**src/sv/dcmr_pkg.sv**
```systemverilog
// Shared widths, register indexes, reset values and control phase codes.
package dcmr_pkg;

  // Widths of the data path
  localparam int DUTY_BITS  = 10;
  localparam int COUNT_BITS = 16;
  localparam int STEP_W     = 10;
  localparam int INTV_W     = 8;
  localparam int WIN_W      = 16;
  localparam int SCALE_W    = 16;
  localparam int PULSE_W    = 4;
  localparam int SPEED_W    = 32;
  localparam int CFG_W      = 16;
  localparam int CFG_IDX_W  = 2;

  // Sum width for the duty ramp adder
  localparam int SUM_W = ((DUTY_BITS > STEP_W) ? DUTY_BITS : STEP_W) + 1;
  // Product and divider widths for the speed meter
  localparam int PROD_W = SCALE_W + COUNT_BITS;
  localparam int ITER_W = $clog2(PROD_W);

  // Stream word widths, rounded up to whole bytes
  localparam int IN_W         = DUTY_BITS + 1 + PULSE_W;
  localparam int IN_TDATA_W   = ((IN_W + 7) / 8) * 8;
  localparam int OUT_W        = DUTY_BITS + 3 + SPEED_W + 1;
  localparam int OUT_TDATA_W  = ((OUT_W + 7) / 8) * 8;

  // Configuration register indexes
  localparam logic [CFG_IDX_W-1:0] REG_RAMP_STEP     = 2'd0;
  localparam logic [CFG_IDX_W-1:0] REG_RAMP_INTERVAL = 2'd1;
  localparam logic [CFG_IDX_W-1:0] REG_SPEED_WINDOW  = 2'd2;
  localparam logic [CFG_IDX_W-1:0] REG_SPEED_SCALE   = 2'd3;

  // Configuration reset values
  localparam logic [STEP_W-1:0]  RST_RAMP_STEP     = STEP_W'(50);
  localparam logic [INTV_W-1:0]  RST_RAMP_INTERVAL = INTV_W'(20);
  localparam logic [WIN_W-1:0]   RST_SPEED_WINDOW  = WIN_W'(100);
  localparam logic [SCALE_W-1:0] RST_SPEED_SCALE   = SCALE_W'(1000);

  // Control phases
  localparam logic [1:0] PH_START = 2'd0;
  localparam logic [1:0] PH_TRACK = 2'd1;
  localparam logic [1:0] PH_DOWN  = 2'd2;
  localparam logic [1:0] PH_UP    = 2'd3;

endpackage

```
**src/sv/dc_motor_duty_ramp_reverser.sv**
```systemverilog
// DC motor duty ramp with soft direction reversal and windowed speed meter.
//
// Usage: each input word on the s_axis channel is one control tick holding
// the target duty, target direction and encoder pulses of that tick. Every
// accepted word yields exactly one output word on the m_axis channel with the
// driven duty and direction, driver enable, ramp-reached flag, last speed and
// a flag that marks a fresh speed value.
// Sequence: the tick is evaluated in the cycle after acceptance (ST_CALC), and
// the result passes through ST_DONE into the output register; a tick that
// closes the speed window first goes through ST_MUL for the multiply and
// ST_DIV, where the shared restoring divider forms all PROD_W (32) quotient
// bits. One word is in work at a time: a new tick is taken after ST_DONE.
// The output register decouples the sides: while a result waits for
// m_axis_tready the block still takes and evaluates the next tick, and holds
// that result until the output register frees up.
// Configuration words go through cfg_we_i / cfg_idx_i / cfg_wdata_i, one
// register per write, while the block is idle: a user rule, not enforced.
// Reset (rst_ni low, asynchronous) restores the register defaults, puts the
// controller in its start phase with zero duty and saturates the ramp timer
// so the first ramp step fires on the first tick.
module dc_motor_duty_ramp_reverser
  import dcmr_pkg::*;
(
  input  logic                   clk_i,
  input  logic                   rst_ni,
  // Configuration write port
  input  logic                   cfg_we_i,
  input  logic [CFG_IDX_W-1:0]   cfg_idx_i,
  input  logic [CFG_W-1:0]       cfg_wdata_i,
  // Input tick stream
  input  logic                   s_axis_tvalid,
  output logic                   s_axis_tready,
  // tdata: target_duty, target_dir, encoder_pulses (lowest bit first)
  input  logic [IN_TDATA_W-1:0]  s_axis_tdata,
  // Output result stream
  output logic                   m_axis_tvalid,
  input  logic                   m_axis_tready,
  // tdata: duty_out, dir_out, drive_enable, ramp_reached, speed_value,
  //        speed_valid (lowest bit first)
  output logic [OUT_TDATA_W-1:0] m_axis_tdata
);

  // Sequencer states
  localparam logic [2:0] ST_IDLE = 3'd0;
  localparam logic [2:0] ST_CALC = 3'd1;
  localparam logic [2:0] ST_MUL  = 3'd2;
  localparam logic [2:0] ST_DIV  = 3'd3;
  localparam logic [2:0] ST_DONE = 3'd4;

  logic [2:0] state_q, state_d;

  // Configuration registers
  logic [STEP_W-1:0]  ramp_step_q;
  logic [INTV_W-1:0]  ramp_interval_q;
  logic [WIN_W-1:0]   speed_window_q;
  logic [SCALE_W-1:0] speed_scale_q;

  // Controller state
  logic [1:0]           phase_q, phase_d;
  logic [DUTY_BITS-1:0] duty_q, duty_d;
  logic                 cur_dir_q, cur_dir_d;
  logic                 drv_dir_q, drv_dir_d;
  logic [INTV_W-1:0]    ramp_timer_q, ramp_timer_d;
  logic [WIN_W-1:0]     win_timer_q, win_timer_d;
  logic [COUNT_BITS-1:0] pulse_cnt_q, pulse_cnt_d;
  logic [SPEED_W-1:0]   speed_q;
  logic                 reached_q, reached_d;
  logic                 valid_q, valid_d;

  // Captured input word
  logic [DUTY_BITS-1:0] tgt_duty_q;
  logic                 tgt_dir_q;
  logic [PULSE_W-1:0]   pulses_q;

  // Shared multiply / divide unit
  logic [COUNT_BITS-1:0] mul_cnt_q;
  logic [WIN_W-1:0]      divisor_q;
  logic [PROD_W-1:0]     quo_q;
  logic [WIN_W:0]        rem_q;
  logic [ITER_W-1:0]     iter_q;

  // Output register
  logic                   out_valid_q;
  logic [OUT_TDATA_W-1:0] out_data_q;

  assign s_axis_tready = (state_q == ST_IDLE);
  assign m_axis_tvalid = out_valid_q;
  assign m_axis_tdata  = out_data_q;

  // Ramp and phase evaluation for the captured tick
  logic [INTV_W-1:0]    timer_inc;
  logic                 do_ramp;
  logic [DUTY_BITS-1:0] goal;
  logic                 rdir;
  logic                 fire;
  logic                 hit;
  logic [SUM_W-1:0]     up_sum;
  logic [SUM_W-1:0]     down_lim;
  logic [DUTY_BITS-1:0] ramp_duty;

  always_comb begin
    timer_inc = (ramp_timer_q != '1) ? ramp_timer_q + 1'b1 : ramp_timer_q;
    do_ramp   = 1'b0;
    goal      = tgt_duty_q;
    rdir      = cur_dir_q;
    case (phase_q)
      PH_START: do_ramp = 1'b1;
      PH_TRACK: do_ramp = (duty_q != tgt_duty_q);
      PH_DOWN: begin
        do_ramp = 1'b1;
        goal    = '0;
      end
      PH_UP: begin
        do_ramp = 1'b1;
        rdir    = ~cur_dir_q;
      end
      default: do_ramp = 1'b0;
    endcase
    fire     = do_ramp && (timer_inc >= ramp_interval_q);
    up_sum   = SUM_W'(duty_q) + SUM_W'(ramp_step_q);
    down_lim = SUM_W'(goal) + SUM_W'(ramp_step_q);
    // Move toward the goal, clamp on overshoot
    if (duty_q < goal) begin
      hit       = (up_sum >= SUM_W'(goal));
      ramp_duty = hit ? goal : up_sum[DUTY_BITS-1:0];
    end else begin
      hit       = (SUM_W'(duty_q) <= down_lim);
      ramp_duty = hit ? goal : DUTY_BITS'(SUM_W'(duty_q) - SUM_W'(ramp_step_q));
    end
  end

  // Window bookkeeping for the captured tick
  logic [COUNT_BITS-1:0] cnt_sum;
  logic [WIN_W-1:0]      win_inc;
  logic                  win_close;

  always_comb begin
    cnt_sum   = pulse_cnt_q + COUNT_BITS'(pulses_q);
    win_inc   = win_timer_q + 1'b1;
    if (win_inc == '0) begin
      win_inc = WIN_W'(1);
    end
    win_close = (win_inc >= speed_window_q);
  end

  // Divider step and speed saturation
  logic [WIN_W:0]        rem_sh;
  logic                  q_bit;
  logic [WIN_W:0]        rem_nx;
  logic [PROD_W+31:0]    quo_ext;
  logic [SPEED_W-1:0]    speed_sat;

  always_comb begin
    rem_sh  = {rem_q[WIN_W-1:0], quo_q[PROD_W-1]};
    q_bit   = (rem_sh >= {1'b0, divisor_q});
    rem_nx  = q_bit ? rem_sh - {1'b0, divisor_q} : rem_sh;
    quo_ext = {32'b0, {quo_q[PROD_W-2:0], q_bit}};
    speed_sat = (|quo_ext[PROD_W+31:32]) ? '1 : quo_ext[31:0];
  end

  // Sequencer and controller next state
  always_comb begin
    state_d      = state_q;
    phase_d      = phase_q;
    duty_d       = duty_q;
    cur_dir_d    = cur_dir_q;
    drv_dir_d    = drv_dir_q;
    ramp_timer_d = ramp_timer_q;
    win_timer_d  = win_timer_q;
    pulse_cnt_d  = pulse_cnt_q;
    reached_d    = reached_q;
    valid_d      = valid_q;
    case (state_q)
      ST_IDLE: begin
        if (s_axis_tvalid) begin
          state_d = ST_CALC;
        end
      end
      ST_CALC: begin
        reached_d = fire && hit;
        if (fire) begin
          duty_d       = ramp_duty;
          drv_dir_d    = rdir;
          ramp_timer_d = '0;
        end else begin
          ramp_timer_d = timer_inc;
        end
        case (phase_q)
          PH_START: phase_d = PH_TRACK;
          PH_TRACK: begin
            if (!do_ramp && (cur_dir_q != tgt_dir_q)) begin
              phase_d = PH_DOWN;
            end
          end
          PH_DOWN: begin
            if (fire && hit) begin
              phase_d = PH_UP;
            end
          end
          PH_UP: begin
            if (fire && hit) begin
              cur_dir_d = ~cur_dir_q;
              phase_d   = PH_TRACK;
            end
          end
          default: phase_d = phase_q;
        endcase
        valid_d = win_close;
        if (win_close) begin
          pulse_cnt_d = '0;
          win_timer_d = '0;
          state_d     = ST_MUL;
        end else begin
          pulse_cnt_d = cnt_sum;
          win_timer_d = win_inc;
          state_d     = ST_DONE;
        end
      end
      ST_MUL: state_d = ST_DIV;
      ST_DIV: begin
        if (iter_q == '0) begin
          state_d = ST_DONE;
        end
      end
      ST_DONE: begin
        if (!out_valid_q || m_axis_tready) begin
          state_d = ST_IDLE;
        end
      end
      default: state_d = ST_IDLE;
    endcase
  end

  // Control and controller state registers
  always_ff @(posedge clk_i or negedge rst_ni) begin
    if (!rst_ni) begin
      state_q         <= ST_IDLE;
      phase_q         <= PH_START;
      duty_q          <= '0;
      cur_dir_q       <= 1'b0;
      drv_dir_q       <= 1'b0;
      ramp_timer_q    <= '1;
      win_timer_q     <= '0;
      pulse_cnt_q     <= '0;
      speed_q         <= '0;
      reached_q       <= 1'b0;
      valid_q         <= 1'b0;
      out_valid_q     <= 1'b0;
      ramp_step_q     <= RST_RAMP_STEP;
      ramp_interval_q <= RST_RAMP_INTERVAL;
      speed_window_q  <= RST_SPEED_WINDOW;
      speed_scale_q   <= RST_SPEED_SCALE;
    end else begin
      state_q      <= state_d;
      phase_q      <= phase_d;
      duty_q       <= duty_d;
      cur_dir_q    <= cur_dir_d;
      drv_dir_q    <= drv_dir_d;
      ramp_timer_q <= ramp_timer_d;
      win_timer_q  <= win_timer_d;
      pulse_cnt_q  <= pulse_cnt_d;
      reached_q    <= reached_d;
      valid_q      <= valid_d;
      // Latch the speed at the last divider step
      if (state_q == ST_DIV && iter_q == '0) begin
        speed_q <= speed_sat;
      end
      // Hold the output word until taken
      if (state_q == ST_DONE && (!out_valid_q || m_axis_tready)) begin
        out_valid_q <= 1'b1;
      end else if (m_axis_tready) begin
        out_valid_q <= 1'b0;
      end
      // Apply configuration writes
      if (cfg_we_i) begin
        case (cfg_idx_i)
          REG_RAMP_STEP:     ramp_step_q     <= cfg_wdata_i[STEP_W-1:0];
          REG_RAMP_INTERVAL: ramp_interval_q <= cfg_wdata_i[INTV_W-1:0];
          REG_SPEED_WINDOW:  speed_window_q  <= cfg_wdata_i[WIN_W-1:0];
          REG_SPEED_SCALE:   speed_scale_q   <= cfg_wdata_i[SCALE_W-1:0];
          default: ;
        endcase
      end
    end
  end

  // Payload registers: input capture, multiply/divide unit, output word
  always_ff @(posedge clk_i) begin
    if (s_axis_tvalid && s_axis_tready) begin
      tgt_duty_q <= s_axis_tdata[DUTY_BITS-1:0];
      tgt_dir_q  <= s_axis_tdata[DUTY_BITS];
      pulses_q   <= s_axis_tdata[DUTY_BITS+PULSE_W:DUTY_BITS+1];
    end
    if (state_q == ST_CALC) begin
      mul_cnt_q <= cnt_sum;
      divisor_q <= win_inc;
    end
    if (state_q == ST_MUL) begin
      quo_q  <= PROD_W'(speed_scale_q) * PROD_W'(mul_cnt_q);
      rem_q  <= '0;
      iter_q <= ITER_W'(PROD_W - 1);
    end
    if (state_q == ST_DIV) begin
      quo_q  <= {quo_q[PROD_W-2:0], q_bit};
      rem_q  <= rem_nx;
      iter_q <= iter_q - 1'b1;
    end
    if (state_q == ST_DONE && (!out_valid_q || m_axis_tready)) begin
      out_data_q <= {{(OUT_TDATA_W - OUT_W){1'b0}}, valid_q, speed_q, reached_q,
                     (phase_q != PH_START), drv_dir_q, duty_q};
    end
  end

endmodule

```
**config.mk**
```make
export PLATFORM = sky130hd
export DESIGN_NAME = dc_motor_duty_ramp_reverser
export DESIGN_NICKNAME = d
export VERILOG_FILES = /design/src/sv/dcmr_pkg.sv /design/src/sv/dc_motor_duty_ramp_reverser.sv
export SDC_FILE = /design/constraint.sdc
export NUM_CORES = 1
export LEC_CHECK = 0
export BUFFER_PORTS_ARGS = -buffer_cell sky130_fd_sc_hd__buf_4
export CAP_MARGIN = 20
export CORE_MARGIN = 2
export CORE_UTILIZATION = 40
export CTS_CLUSTER_SIZE = 24
export DETAILED_ROUTE_END_ITERATION = 8
export PLACE_DENSITY = 0.68
export SLEW_MARGIN = 10
export SYNTH_ARGS = -nofsm -noshare
export SYNTH_HDL_FRONTEND = slang
export SYNTH_SLANG_ARGS = --single-unit
export TNS_END_PERCENT = 1
```
**constraint.sdc**
```tcl
create_clock -name clk_i -period 8 [get_ports clk_i]
set_clock_uncertainty 0.1 [all_clocks]
set_input_delay 2.4 -clock clk_i [delete_from_list [all_inputs] [get_ports clk_i]]
set_output_delay 2.4 -clock clk_i [all_outputs]
set_load 0.02 [all_outputs]
```
==> impl_metrics.ini, run 1 <==
[outcome]
status = complete, no violations

[global_routing]
grt-ovfl-total = 0
gr-usage-all-layers_pct = 18.2
grt_max_degree = 70
grt_pass1_wl_um = 88700
antenna_found_initial = 4
grt_pass1_vias = 17200

[clock_tree]
hold_buffers = 0
cts_sinks = 288
ctsResizeCount = 0
numCtsBuffers = 34
clk_pin_slew_worst_paths_ps = 60
cts_setup_buffers = 0
cts_htree_levels = 2
worstSkewPairLatency_ps = 540
cts_tree = built
clockRootBuffer = clkbuf_16
clock_path_buffers = 3

[routing]
detail_route.vias_per_cell = 5.27
postRouteAntennaNets = 0
wl_um = 54200
drtPass1Iterations = 5
vias = 16700
first_iter_violations = 863
drc = 0
wl_per_cell_um = 17.1

[cells_and_area]
layout.nets = 2821
synthToLayoutAreaGrowth_pct = 11.0
drive_gt1_share_pct = 11.0

[die]
die_w_um = 246
die_h_um = 246
core_area_um2 = 57800
row_count = 88
ioPinCount = 89
design.die.area_um2 = 60500
start_util_pct = 40.5

[logic_synthesis]
yosys_warnings = 0
synth_edf_count = 146
postSynth.asyncResetShare_pct = 49.3
syn_avg_cell_area_um2 = 10.1
synth-seq-cells = 288
syn_area_um2 = 23400
netlist.top_cell.by_area = edfxtp_1
ys_seq_area_share_pct = 34.0
synth_cells = 2314
yosys.cell_types.count = 72
synth_area_leaders = edfxtp_1 (19%), fa_1 (17%), dfrtp_1 (13%)
synth_top_area_share_pct = 18.7
synth_ff_type = edfxtp_1

[worst_setup_path]
crit_type = reg2reg
path_buf_inv = 3
crit_chain = nand2_1 > fa_1 > fa_1 > inv_1 > fa_1 > fa_1 > fa_1 > inv_1 > fa_1 > inv_1 > ha_1 > a21oi_1 > o21a_1 > o21ai_0 > and3_1 > a221o_1 > a31o_1 > or4b_1 > nand3_1
crit_fanout = 17
cp_top_family = adder cells
regToRegStartpoint = speed_scale_q[10]
slowest_delay_ps = 870
crit_path_end_kind = flop
cp_slowest_cell = dfrtp_1
crit_path_start_kind = flop
critPathRequiredTime_ps = 8290
cp_common_cell = fa_1
cp.arrival_ps = 7340
cp-startpoint = speed_scale_q[10]

[timing]
finalHoldViolations = 0
slew_viol_final = 0
hold_slack_ps = 337
slew-limit-headroom_pct = 28.2
final-setup-viol-count = 0
setup_ws_ps = 949
finalSetupTns_ps = 0
fin_crit_sh_pct = 88.1
tightest_slew_ps = 1080
fin_crit_ps = 7050
max_freq_mhz = 142
rsz0062_at_grt = false

[worst_hold_path]
hold_class = reg2reg
min_from = speed_q[24]

[flow_run]
drv_cap = 0

[placement]
place_ws_ps = 960
gp_congestion = 0.913
hpwl_um = 40800
portBuffers = 85
-- placed cells by master (no fill, tap or decap), types with 22 or more instances in the layout --
cell	n
dfstp_2	22
fa_1	199
nor3_1	23
buf_4	98
ha_1	213
nor2_1	100
and2_1	119
xnor2_1	63
a211oi_1	24
mux2_2	73
o21ai_0	93
a21o_1	28
edfxtp_1	146
xor2_1	33
inv_1	337
dfrtp_1	120
nand3_1	28
clkbuf_16	37
nand2_1	285
a21oi_1	81
-- flip-flops by register name, indices dropped and copies added, names as in the netlist, 2 cells and up --
register and count:
pulse_cnt_q 16, phase_q 2, speed_scale_q 16, rem_q 16
state_q 3, m_axis_tdata 46, divisor_q 16, speed_window_q 16
tgt_duty_q 10, quo_q 32, ramp_step_q 10, iter_q 5
ramp_timer_q 8, mul_cnt_q 16, ramp_interval_q 8, pulses_q 4
win_timer_q 16, speed_q 32, duty_q 10
-- worst reg2reg max path, cell delays in order, from the launching register on --
cell	delay, ps
dfrtp_1	870
nand2_1	190
fa_1	550
fa_1	530
inv_1	60
fa_1	480
fa_1	550
fa_1	550
inv_1	60
fa_1	570
inv_1	60
ha_1	370
a21oi_1	260
o21a_1	170
o21ai_0	130
and3_1	210
a221o_1	360
a31o_1	290
or4b_1	470
nand3_1	100
-- worst paths after layout --
path                                     to  slack [ps]  depth (start not counted)
setup / recovery                  quo_q[28]         950                         19
hold / removal             m_axis_tdata[37]         340                          0
setup reg to reg                  quo_q[28]         950                         19
hold reg to reg            m_axis_tdata[37]         340                          0
max in group asynchronous   win_timer_q[12]        4890                          2
min in group asynchronous       speed_q[19]        1730                          1
-- kinds of logic after synthesis --
family / after synthesis / synth area share (%)
other: 1 / 0.0160
buffers and inverters: 420 / 6.82
and+or+nand+nor: 672 / 13.8
xor gates and xnor gates: 97 / 3.66
adders and majority gates: 412 / 28.4
muxes: 90 / 4.24
AOI/OAI and AO/OA: 334 / 9.15
DFF: 288 / 34.0
-- final cells by class --
class	instances	area [um2]
antenna	2	5.00
fill	5362	31800
clock buffer	51	1020
timing repair buffer	101	773
inverter	338	1270
clock inverter	10	119
sequential	288	7970
tap	765	957
multi-input combinational	1607	13900
-- Yosys cell counts, drive strengths merged (4+ instances only) --
cell type  number
inv           338
nand2         285
ha            213
fa            199
edfxtp        146
dfrtp         120
and2          119
nor2          100
o21ai          96
a21oi          81
mux2           74
clkbuf         73
xnor2          63
xor2           34
a21o           28
nand3          28
a211oi         26
nor3           24
dfstp          22
nand4          20
nand2b         19
and3           18
mux2i          16
o31ai          15
a22o           13
nor2b          13
o21bai         11
buf             9
nor4            9
o21a            9
o22ai           9
a31oi           8
nand3b          8
or3             7
a211o           5
nor3b           5
or2             5
o2111ai         4
o221ai          4
-- per-layer routing --
metal / wire [um] / vias to the layer above / GRT usage, %
li1: - / 7805 / -
met1: 23600 / 8346 / 23.3
met2: 26600 / 404 / 31.6
met3: 2750 / 96 / 3.02
met4: 1230 / 4 / 5.53
met5: 23 / - / 0
-- per-stage QoR --
stage	area [um2]	util (%)	instances
global route	26000	45.0	3160
detailed placement	24900	43.0	3098
CTS	26000	45.0	3159
floorplan	23400	-	2315
finish	26000	45.0	3162
global placement	24800	43.0	3097
Power of run 1 is left out: the tool's default activity adds up to more than one toggle a clock period on the data nets, which glitch-free logic cannot reach.
==> run 2: changes to the inputs <==
--- a/config.mk
+++ b/config.mk
@@ -5,6 +5,7 @@
 export SDC_FILE = /design/constraint.sdc
 export NUM_CORES = 1
 export LEC_CHECK = 0
+export ABC_AREA = 1
 export BUFFER_PORTS_ARGS = -buffer_cell sky130_fd_sc_hd__buf_4
 export CAP_MARGIN = 20
 export CORE_MARGIN = 2
==> impl_metrics.ini, run 2 <==
[outcome]
status = complete, no violations

[flow_run]
drv_cap = 0

[die]
start_util_pct = 40.3
core_area_um2 = 60100
die_h_um = 250
design.die.area_um2 = 62600
die_w_um = 250
ioPinCount = 89
row_count = 90

[logic_synthesis]
postSynth.asyncResetShare_pct = 49.3
ys_seq_area_share_pct = 32.9
yosys_warnings = 0
yosys.cell_types.count = 56
synth_area_leaders = edfxtp_1 (18%), fa_1 (16%), dfrtp_1 (12%)
syn_avg_cell_area_um2 = 8.64
synth_top_area_share_pct = 18.1
synth_edf_count = 146
synth_cells = 2804
synth_ff_type = edfxtp_1
synth-seq-cells = 288
netlist.top_cell.by_area = edfxtp_1
synth_commonest_cells = nand2_1 (678), inv_1 (600), ha_1 (213)
syn_area_um2 = 24200
synth_most_common_cell = nand2_1

[worst_setup_path]
crit_path_start_kind = flop
cp_common_cell = fa_1
critPathRequiredTime_ps = 8240
cp_slowest_cell = dfrtp_1
crit_path_end_kind = flop
crit_fanout = 17
reg2reg_setup_slack_ps = 1440
crit_chain = nand2_1 > fa_1 > inv_1 > fa_1 > fa_1 > fa_1 > fa_1 > inv_1 > fa_1 > inv_1 > ha_1 > a21oi_1 > o21ai_0 > inv_1 > nor2_1 > nor2_1 > nand3_1 > a21o_1 > or2_2 > nand3_1 > nand2_1
crit_type = reg2reg
slowest_delay_ps = 930
cp.arrival_ps = 6800

[routing]
detail_route.vias_per_cell = 4.99
vias = 18200
first_iter_violations = 1172
wl_um = 57200
postRouteAntennaNets = 0
wl_per_cell_um = 15.7
drtPass1Iterations = 6
drc = 0

[placement]
portBuffers = 85
hpwl_um = 42400
gp_congestion = 0.916

[cells_and_area]
seq_area_um2 = 7970
mostFrequentLayoutCells = nand2_1 (678), inv_1 (599), ha_1 (213)
num-fill-cells = 5909
layout.nets = 3283
largest_reg_flops = 46
drive_gt1_share_pct = 9.28
diodes = 0
multi_input_area_um2 = 13600
final_common_cell = nand2_1
synthToLayoutAreaGrowth_pct = 10.1
fin_util_pct = 44.4

[clock_tree]
numCtsBuffers = 31
clk_pin_slew_worst_paths_ps = 60
cts_setup_buffers = 0
cts_sinks = 288
worstSkewPairLatency_ps = 610
ctsResizeCount = 0
clock_path_buffers = 3
cts_tree = built
clockRootBuffer = clkbuf_16
hold_buffers = 0
cts_htree_levels = 1

[timing]
finalHoldViolations = 0
tightest_slew_ps = 1020
fin_crit_ps = 6560
finalSetupTns_ps = 0
hold_slack_ps = 345
final-setup-viol-count = 0
slew_viol_final = 0
slew-limit-headroom_pct = 31.9
fin_crit_sh_pct = 82.0
max_freq_mhz = 152
rsz0062_at_grt = false

[global_routing]
grt_pass1_vias = 18600
gr-usage-all-layers_pct = 18.8
grt-ovfl-total = 0
grt_pass1_wl_um = 95400
antenna_found_initial = 0
grt_max_degree = 143

[worst_hold_path]
hold_class = reg2reg
-- run 2: cell count changes in the layout (fill, tap and decap cells not counted), moves of 25 or more --
| cell | change |
|---|---|
| and2_1 | -119 |
| inv_1 | +262 |
| nand3_1 | +69 |
| xnor2_1 | -34 |
| nand2_1 | +393 |
| mux2_2 | -42 |
| o21ai_0 | +41 |
| xor2_1 | +25 |
-- run 2: path summary, 6_finish.rpt --
kind,depth (start not counted),to,start
min,0,m_axis_tdata[16],speed_q[3]
min reg2reg,0,m_axis_tdata[16],speed_q[3]
min in group asynchronous,2,speed_q[11],rst_ni
max,21,quo_q[27],speed_scale_q[4]
max reg2reg,21,quo_q[27],speed_scale_q[4]
max in group asynchronous,2,duty_q[9],rst_ni
-- run 2: final cells by class --
class | instances | share of cell area, %
multi-input combinational | 1801 | 50.8
sequential | 288 | 29.8
inverter | 611 | 8.60
tap | 782 | 3.67
clock buffer | 40 | 3.54
timing repair buffer | 99 | 2.92
clock inverter | 18 | 0.670
-- run 2: worst max-delay path, delay by kind of cell (launching register included) --
kind / cells / cell delay (ps)
fa+ha+maj: 7 / 3520
buf+inv: 4 / 250
flops: 1 / 930
compound gates: 3 / 560
simple gates: 7 / 910
-- run 2: kinds of logic (layout without fill, tap and decap cells) --
group | Yosys count | after routing | synth area share, %
buffers and inverters | 716 | 768 | 11.3
xor gates and xnor gates | 89 | 89 | 3.28
other | 1 | 2 | 0.0155
muxes | 31 | 31 | 1.44
AOI/OAI and AO/OA | 301 | 301 | 6.81
DFF | 288 | 288 | 32.9
and+or+nand+nor | 966 | 966 | 16.8
adders and majority gates | 412 | 412 | 27.4
-- run 2: routing by layer --
metal	global-route usage, %	share of wire [%]	vias to the layer above
li1	-	-	8792
met1	25.0	44	8717
met2	31.4	46	522
met3	3.04	6.2	128
met4	6.21	3.2	0
met5	0	0	-
-- run 2: per-stage QoR --
stage	setup slack [ps]	cell area [um2]	instances
floorplan	1850	24200	2805
global placement	1490	25500	3578
detailed placement	1460	25500	3578
CTS	1410	26700	3636
global route	1140	26700	3639
finish	1440	26700	3639
Power of run 2 is left out for the same reason.
==> run 3: changes to the inputs <==
--- a/config.mk
+++ b/config.mk
@@ -12,7 +12,7 @@
 export CORE_UTILIZATION = 40
 export CTS_CLUSTER_SIZE = 24
 export DETAILED_ROUTE_END_ITERATION = 8
-export PLACE_DENSITY = 0.68
+export PLACE_DENSITY = 0.7
 export SLEW_MARGIN = 10
 export SYNTH_ARGS = -nofsm -noshare
 export SYNTH_HDL_FRONTEND = slang
==> constraint.sdc (replaced) <==
create_clock -name clk_i -period 5.85 [get_ports clk_i]
set_clock_uncertainty 0.1 [all_clocks]
set_input_delay 1.755 -clock clk_i [delete_from_list [all_inputs] [get_ports clk_i]]
set_output_delay 1.755 -clock clk_i [all_outputs]
set_load 0.02 [all_outputs]
==> impl_metrics.ini, run 3 (same netlist as run 2, synthesis figures left out) <==
[outcome]
status = complete, no violations

[timing]
fin_crit_ps = 5810
rsz0062_at_grt = true
max_freq_mhz = 172
hold_slack_ps = 345
tightest_slew_ps = 1060
finalHoldViolations = 0
slew-limit-headroom_pct = 28.9
fin_crit_sh_pct = 99.4
slew_viol_final = 0
final-setup-viol-count = 0

[clock_tree]
cts_htree_levels = 1
worstSkewPairLatency_ps = 600
cts_tree = built
clk_pin_slew_worst_paths_ps = 60
clock_path_buffers = 3
clockRootBuffer = clkbuf_16
cts_sinks = 288
hold_buffers = 0
numCtsBuffers = 31

[routing]
wl_um = 55400
first_iter_violations = 1040
detail_route.vias_per_cell = 4.86
wl_per_cell_um = 14.6
vias = 18400
drtPass1Iterations = 5
drc = 0
postRouteAntennaNets = 0

[global_routing]
grt_pass1_wl_um = 92200
grt_pass1_vias = 18600
antenna_found_initial = 3
grt-ovfl-total = 0
grt_max_degree = 143
gr-usage-all-layers_pct = 17.9

[die]
design.die.area_um2 = 62600
row_count = 90
ioPinCount = 89
core_area_um2 = 60100
die_w_um = 250
start_util_pct = 40.3
die_h_um = 250

[worst_setup_path]
regToRegStartpoint = speed_scale_q[8]
crit_type = reg2reg
crit_fanout = 5
crit_end = quo_q[21]
crit_path_end_kind = flop
cp.arrival_ps = 6050
worstRegToRegCells = 23
reg2reg_setup_slack_ps = 40
critPathRequiredTime_ps = 6090
crit_path_start_kind = flop
worst_r2r_endpoint = quo_q[21]
cp-startpoint = speed_scale_q[8]

[cells_and_area]
drive_gt1_share_pct = 17.8
final_common_cell = nand2_1
mostFrequentLayoutCells = nand2_1 (658), inv_1 (575), buf_4 (218)
diodes = 0
largest_reg_flops = 46
synthToLayoutAreaGrowth_pct = 17.5
layout.nets = 3431
fin_util_pct = 47.4

[placement]
portBuffers = 85
gp_congestion = 0.931
hpwl_um = 42900

[flow_run]
drv_cap = 0

[worst_hold_path]
hold_class = reg2reg
min_from = speed_q[18]
-- run 3: cell types whose count changed in the layout (fill, tap and decap cells not counted), moves of 16 or more --
cell     change
buf_4      +124
inv_1       -24
inv_2       +24
nand2_1     -20
ha_1        -18
ha_4        +18
a21oi_1     -17
fa_1        -16
fa_2        +16
nand2_2     +16
-- run 3: worst min path at each step --
stage                  endpoint  slack [ps]  cells after the start
6_report       m_axis_tdata[31]         340                      0
5_1_grt        m_axis_tdata[31]         350                      0
3_3_place_gp   m_axis_tdata[27]         330                      0
2_1_floorplan  m_axis_tdata[14]         320                      0
3_5_place_dp   m_axis_tdata[25]         330                      0
4_1_cts        m_axis_tdata[31]         340                      0
-- run 3: critical path, cell delays in order (launching register included) --
cell and delay (ps):
dfstp_2 600, buf_4 130, buf_6 110, nand2_1 70
fa_1 480, inv_1 60, fa_2 540, fa_1 450
fa_2 500, fa_1 520, inv_1 50, fa_1 410
inv_1 100, ha_4 220, a21oi_4 160, buf_4 120
buf_4 100, o21ai_2 50, o21bai_4 170, a21oi_2 130
o21bai_1 110, or2_0 220, nand3_1 90, nand2_1 60
-- run 3: metrics by stage --
stage / setup slack (ps) / cell area, um2 / instances / setup TNS [ps]
6_report: 37.7 / 28500 / 3787 / 0
5_1_grt: -148 / 28500 / 3787 / -1700
2_1_floorplan: -2.85 / 24300 / 2805 / -2.85
3_5_place_dp: -297 / 26500 / 3695 / -2080
4_1_cts: -11.1 / 28000 / 3774 / -21.8
3_3_place_gp: -237 / 26500 / 3695 / -1680
-- run 3: cell type report --
type,instances,area (um2)
repair buffers,247,2070
flip-flops and latches,288,7970
clock inverters,12,141
multi-input cells,1801,14100
well taps,782,978
clock buffers,46,905
inverters,611,2290
fillers,5620,31700
-- run 3: what timing repair did --
action | 4_1_cts | 5_1_grt
hold endpoints to repair | 0 | 0
endpoints found under the setup margin | 20 | 20
buffers inserted | 21 | 11
gates resized for setup | 59 | 107
pin swaps | 58 | 84
-- run 3: layer usage --
metal,GRT usage (%),wire [um],up-vias
li1,-,-,9094
met1,24.5,25800,8798
met2,30.0,25800,396
met3,2.46,2370,100
met4,4.41,1330,6
met5,0,31,-
Power of run 3 is left out for the same reason.
